`config.mk`:
```
export PLATFORM = sky130hd
export DESIGN_NAME = fnms_out_skid
export DESIGN_NICKNAME = d
export VERILOG_FILES = /design/src/sv/fnms_pkg.sv /design/src/sv/fnms_out_skid.sv
export SDC_FILE = /design/constraint.sdc
export NUM_CORES = 1
export LEC_CHECK = 0
export BUFFER_PORTS_ARGS = -buffer_cell sky130_fd_sc_hd__buf_2
export CELL_PAD_IN_SITES_DETAIL_PLACEMENT = 1
export CELL_PAD_IN_SITES_GLOBAL_PLACEMENT = 2
export CORE_UTILIZATION = 35
export CTS_BUF_LIST = sky130_fd_sc_hd__clkbuf_16
export DETAILED_ROUTE_END_ITERATION = 16
export PLACE_DENSITY_LB_ADDON = 0.2
export SLEW_MARGIN = 20
export SYNTH_ARGS = -nofsm -noshare
export SYNTH_HDL_FRONTEND = slang
export SYNTH_SLANG_ARGS = --single-unit
```
`constraint.sdc`:
```
create_clock -name clk -period 6.3 [get_ports clk]
set_input_delay 0.945 -clock clk [delete_from_list [all_inputs] [get_ports clk]]
set_output_delay 0.945 -clock clk [all_outputs]
set_load 0.02 [all_outputs]
```
`src/sv/fnms_pkg.sv`:
```
`timescale 1ns / 1ps
// shared types, constants and byte helpers of the fuzzy name match scorer
package fnms_pkg;

	localparam int PATTERN_MAX_DEF = 32;
	localparam int PAT_BYTES       = 32;
	localparam int SCORE_W         = 27;
	localparam int CFG_IDX_W       = 3;

	typedef logic signed [SCORE_W-1:0] score_t;
	typedef logic signed [SCORE_W:0]   score_wide_t;

	localparam score_t SC_NONE   = -27'sd1;
	localparam score_t SC_ZERO   = 27'sd0;
	localparam score_t SC_PROPER = 27'sh0100000;
	localparam score_t SC_WILD   = 27'sh0000201;
	localparam score_t SC_ADJ    = 27'sh0000400;
	localparam score_t SC_SAT    = 27'sh3FFFFFF;

	localparam logic [7:0] CH_UNDERSCORE = 8'h5F;
	localparam logic [7:0] CH_DASH       = 8'h2D;

	// configuration register indexes
	localparam logic [CFG_IDX_W-1:0] CFG_PAT0 = 3'd0;
	localparam logic [CFG_IDX_W-1:0] CFG_PAT1 = 3'd1;
	localparam logic [CFG_IDX_W-1:0] CFG_PAT2 = 3'd2;
	localparam logic [CFG_IDX_W-1:0] CFG_PAT3 = 3'd3;
	localparam logic [CFG_IDX_W-1:0] CFG_PLEN = 3'd4;
	localparam logic [CFG_IDX_W-1:0] CFG_UTF8 = 3'd5;

	// values broadcast to every cell for one byte
	typedef struct packed {
		logic [7:0] ch;
		logic       at_ws;
		logic       utf8;
		logic       clear;
	} bcast_t;

	function automatic logic is_upper(input logic [7:0] c);
		return (c >= 8'h41) && (c <= 8'h5A);
	endfunction

	function automatic logic [7:0] norm_byte(input logic [7:0] c);
		logic [7:0] r;
		r = c;
		if (is_upper(c)) begin
			r = c + 8'd32;
		end else if (c == CH_DASH) begin
			r = CH_UNDERSCORE;
		end
		return r;
	endfunction

	function automatic logic is_delim(input logic [7:0] c);
		return (c == 8'h2E) || (c == CH_UNDERSCORE) || (c == 8'h2F) || (c == 8'h2A) ||
			(c == 8'h20) || (c == 8'h27) || (c == 8'h22);
	endfunction

	function automatic score_t sat_add(input score_t a, input score_t b);
		score_wide_t s;
		s = score_wide_t'(a) + score_wide_t'(b);
		if (s > score_wide_t'(SC_SAT)) begin
			s = score_wide_t'(SC_SAT);
		end
		return s[SCORE_W-1:0];
	endfunction

endpackage

```
`src/sv/fnms_out_skid.sv`:
```
`timescale 1ns / 1ps
// two-entry output register with skid slot for the score stream
module fnms_out_skid (
	input  logic                         clk,
	input  logic                         arst_n,
	input  logic                         push,
	input  fnms_pkg::score_t             push_score,
	output logic                         space,
	output logic                         out_valid,
	input  logic                         out_ready,
	output fnms_pkg::score_t             out_score
);

	logic             main_valid_q;
	logic             skid_valid_q;
	fnms_pkg::score_t main_q;
	fnms_pkg::score_t skid_q;
	logic             pop;

	assign space     = !skid_valid_q;
	assign out_valid = main_valid_q;
	assign out_score = main_q;
	assign pop       = main_valid_q && out_ready;

	always_ff @(posedge clk or negedge arst_n) begin
		if (!arst_n) begin
			main_valid_q <= 1'b0;
			skid_valid_q <= 1'b0;
		end else begin
			if (pop) begin
				main_valid_q <= skid_valid_q;
				skid_valid_q <= 1'b0;
			end
			if (push && space) begin
				if (!main_valid_q || pop) begin
					main_valid_q <= 1'b1;
				end else begin
					skid_valid_q <= 1'b1;
				end
			end
		end
	end

	always_ff @(posedge clk) begin
		if (pop && skid_valid_q) begin
			main_q <= skid_q;
		end
		if (push && space) begin
			if (!main_valid_q || pop) begin
				main_q <= push_score;
			end else begin
				skid_q <= push_score;
			end
		end
	end

endmodule

```
Yosys cells after proc, flatten, opt, wreduce, memory -nomap -nowiden. Cells that the tools add are included.

Bits in registers: 56. Input port bits: 31. Word-level logic and storage cells: 21.

Mux-type cells: 9. Reductions and logical operators: 7. Bitwise operators: 1.

Operators by type and width (count): $mux W27 (3); $mux W1 (6); $logic_and A1 B1 Y1 (3); $logic_not A1 Y1 (2); $reduce_and A2 Y1 (1); $logic_or A1 B1 Y1 (1); $not A1 Y1 (1).

Logic depth before layout (Yosys ltp).
Depth after elaboration: 5. Mapped depth: 5.

Worst setup path after synthesis. Ideal clock, no wire load.

Path type: in2reg. Start point: input port out_ready. End point: register skid_q[0] (enable). Path buffers: 2. Stages on the path: 4. Data required time: 5.914 ns. Path slack: 3.768 ns. Arrival time: 2.145 ns. Setup time: 0.386 ns. Cell sequence: nor2b_1 buf_4 buf_2 and3_1.

Cells in the longest elaborated chain, start to end: 4.

RTL lines: from (decl) (line fnms_out_skid.sv:10) `input logic out_ready,`; $logic_and A1 B1 Y1 (line fnms_out_skid.sv:23) `assign pop = main_valid_q && out_ready;`; $logic_or A1 B1 Y1 (line fnms_out_skid.sv:49) `if (!main_valid_q || pop) begin`; $not A1 Y1 (no source line); $reduce_and A2 Y1 (no source line); to (signal assigned) (line fnms_out_skid.sv:52) `skid_q <= push_score;`; to (decl) (line fnms_out_skid.sv:17) `fnms_pkg::score_t skid_q;`.

No other way between the ends. A chain may end at the register's enable or synchronous reset.

Final worst setup path.
Start point: input port out_ready. End point: register main_q[3] (netlist: out_score[3]).

Cells in the longest elaborated chain, start to end: 5. Elaborated cells on any way between the ends: 6. Classes of those cells: 3 x mux; 3 x reduce/logical.

RTL lines: $logic_and A1 B1 Y1 (*) (line fnms_out_skid.sv:23); $logic_and A1 B1 Y1 (line fnms_out_skid.sv:45) `if (pop && skid_valid_q) begin`; $mux W27 (line fnms_out_skid.sv:45); $mux W27 (line fnms_out_skid.sv:49); $mux W27 (*) (line fnms_out_skid.sv:48) `if (push && space) begin`; to (signal assigned) (line fnms_out_skid.sv:46) `main_q <= skid_q;`; to (signal assigned) (line fnms_out_skid.sv:50) `main_q <= push_score;`; to (decl) (line fnms_out_skid.sv:16) `fnms_pkg::score_t main_q;`.

Every way passes the cells marked *; elsewhere a longest branch is shown, timed or not.

==> reports/results.ini <==
[run]
cap_violations = 0

[sta]
finClkSkew_ns = 0.00486
finalWorstPathRequiredPeriod_ns = 2.64
rsz0062_at_grt = false
hold_ws_ns = 0.424
maxSlewViolCount = 0
setup_total_negative_slack_ns = 0
fmax_ghz = 0.378
fin_crit_sh_pct = 41.9
finalSetupViolCount = 0
worst-slew-pin-transition_ns = 0.694
finalHoldViolCount = 0
max_slew_margin_pct = 53.7

[placement]
detailedPlacementHpwl_um = 3190
placement.cell_area_um2 = 2500
place.port_buffers = 59
gp_congestion = 0.701

[pwr]
p_sw_share_pct = 37.2
p_comb_share_pct = 37.9
p_leak_uw = 0.00106
ir_worst_vdd_mv = 0.287
cell_internal_pwr_uw = 882
seq_power_share_pct = 40.1
totalPowerFinal_uw = 1410
cellPowerDensity_nw_per_um2 = 525
power.switching_uw = 523
clkPwrFrac_pct = 22.0

[yosys]
synth_cells = 190
synthTopCellsByArea = edfxtp_1 (37%), dfxtp_1 (25%), a31oi_2 (11%), nand2_1 (9.5%), nor3_1 (6.2%)
synth_top_cell_area_share_pct = 37.2
synth_fp_nets = 221
yosys_warnings = 0
yosys_register_bits = 56
syn_area_per_cell_um2 = 11.5
number_of_different_library_cells_in_the_post_synthesis_netlist = 19
mappedNetlistArea_um2 = 2180
synth_seq_area_share_pct = 64.3
post-synth-top-area-cell = edfxtp_1

[detailed_routing]
detail_route.wl_per_cell_um = 15.5
detail_route.drc_violations = 0
drt_iter0_markers = 72
routed-via-count = 1602
postRouteAntennaNets = 0
drt_pre_antenna_iters = 4
detail_route.wirelength_um = 4950
avgViaCountPerCell = 5.02

[worst_setup_path]
reg2regPathDepth = 4
end_kind = flop
worst-path-max-fanout = 29
crit_path_dat_ns = 2.81
required_time_of_the_worst_setup_path_ns = 6.46
type_of_the_worst_setup_path = primary input to flop
setup.worst_path.start_class = primary input

[cts]
cts.repair_timing.setup_buffer_count = 0
clock_latency_ns = 0.29
cts.sinks = 56
cts.root.buffer_cell = clkbuf_16
resized_gates_after_cts = 0
clk_path_buf_depth = 2
number_of_clock_buffers_inserted_by_tritoncts = 5
h_tree_lvl_count = 2
clk_pin_slew_worst_paths_ns = 0.07
cts.hold.buffers_added = 0
cts_tree = yes

[grt]
first_global_vias = 1669
grt_busiest_layer = met2
met3_usage_pct = 4.16
grt_max_degree = 30
antenna_found_initial = 0
grt_first_pass_wirelength_um = 8140
grtUsageMet2_pct = 27.6
gr-usage-met1_pct = 21.5
total_track_usage_pct = 16.8
congestion_overflow_gr = 0

[floorplanning]
die-height_um = 80.9
core_area_um2 = 5960
rows = 28
initial_utilization_pct = 36.6
die_area_um2 = 6550
die_w_um = 80.9
num_io_pins = 60

[final_layout]
final_cell_area_um2 = 2680
post-route-util_pct = 45.0
final_layout_size_suffix_gt1_share_pct = 38.1
syn_to_final_growth_pct = 22.8
num_antenna_cells = 0
nets = 274

[run_status]
status = finished clean

[hold_path]
hp-class = primary input to async pin

## worst paths after layout
path / slack [ns] / startpoint / endpoint
max: 3.66 / out_ready / out_score[3]$_DFF_P_
min: 0.42 / arst_n / skid_valid_q$_DFF_PN0_
max reg2reg: 3.94 / out_valid$_DFF_PN0_ / out_score[3]$_DFF_P_
min reg2reg: 0.48 / out_score[26]$_DFF_P_ / out_score[26]$_DFF_P_
max in group asynchronous: 5.78 / arst_n / out_valid$_DFF_PN0_
min in group clk: 0.48 / out_score[26]$_DFF_P_ / out_score[26]$_DFF_P_
## Yosys cell counts
master    number
inv_1          2
buf_4          2
nand2_1       55
nand2b_1       1
nor3_1        27
buf_2          8
a31oi_1        7
nor2b_1        1
clkbuf_1       2
a31oi_2       20
nand3_1        1
o21ai_0        1
dfxtp_1       27
and3_1         2
edfxtp_1      27
or2_1          1
buf_6          2
dfrtp_1        2
a21oi_1        2
## layout make-up
class	count	area, um2
clock buffer	5	125
clock inverter	3	42.5
fill	691	3280
inverter	2	7.51
multi-input combinational	118	704
sequential	56	1400
tap	75	93.8
timing repair buffer	60	303
## state kept, by name, indices dropped and copies added (netlist names)
name          cells
out_score        27
skid_q           27
out_valid         1
skid_valid_q      1
## cells by family after synthesis
group           count (synthesis)  share of synthesized area (%)
flops                          56                           64.3
compound gates                 30                           14.2
simple gates                   88                           17.3
buf+inv                        16                           4.25
## worst max-delay path: stages
cell and delay, ns:
buf_2 0.14, nor2b_4 0.56, or2_1 0.65, buf_4 0.38, a31oi_1 0.12
## cells in the final DEF (no fill, tap or decap)
| master | n |
|---|---|
| a21oi_1 | 2 |
| a31oi_1 | 7 |
| a31oi_2 | 20 |
| and3_2 | 2 |
| buf_2 | 59 |
| buf_4 | 1 |
| bufinv_16 | 1 |
| clkbuf_16 | 5 |
| clkinv_2 | 1 |
| clkinvlp_4 | 1 |
| dfrtp_1 | 2 |
| dfxtp_1 | 27 |
| edfxtp_1 | 27 |
| inv_1 | 2 |
| nand2_1 | 55 |
| nand2b_2 | 1 |
| nand3_2 | 1 |
| nor2b_4 | 1 |
| nor3_1 | 27 |
| o21ai_0 | 1 |
| or2_1 | 1 |
## metrics by stage
| step | cells | setup WS, ns |
|---|---|---|
| 2_1_floorplan | 190 | 3.77 |
| 3_3_place_gp | 311 | 2.77 |
| 3_5_place_dp | 311 | 2.96 |
| 4_1_cts | 319 | 3.28 |
| 5_1_grt | 319 | 3.52 |
| 6_report | 319 | 3.66 |
## power by group through the flow
| stage | sequential, uW | clock [uW] | combinational, uW |
|---|---|---|---|
| after floorplan | 683 | 0 | 270 |
| after global placement | 569 | 0 | 533 |
| after detailed placement | 573 | 0 | 539 |
| after CTS | 566 | 318 | 540 |
| after global routing | 581 | 333 | 587 |
| final | 564 | 310 | 532 |
## metal layers
layer	routed length [um]	vias to the layer above	part of all wire (%)
li1	-	778	-
met1	2350	781	48
met2	2320	41	47
met3	237	2	4.8
met4	36	0	0.73
met5	0	-	0
Note: power is estimated with default switching activity, not from simulation.
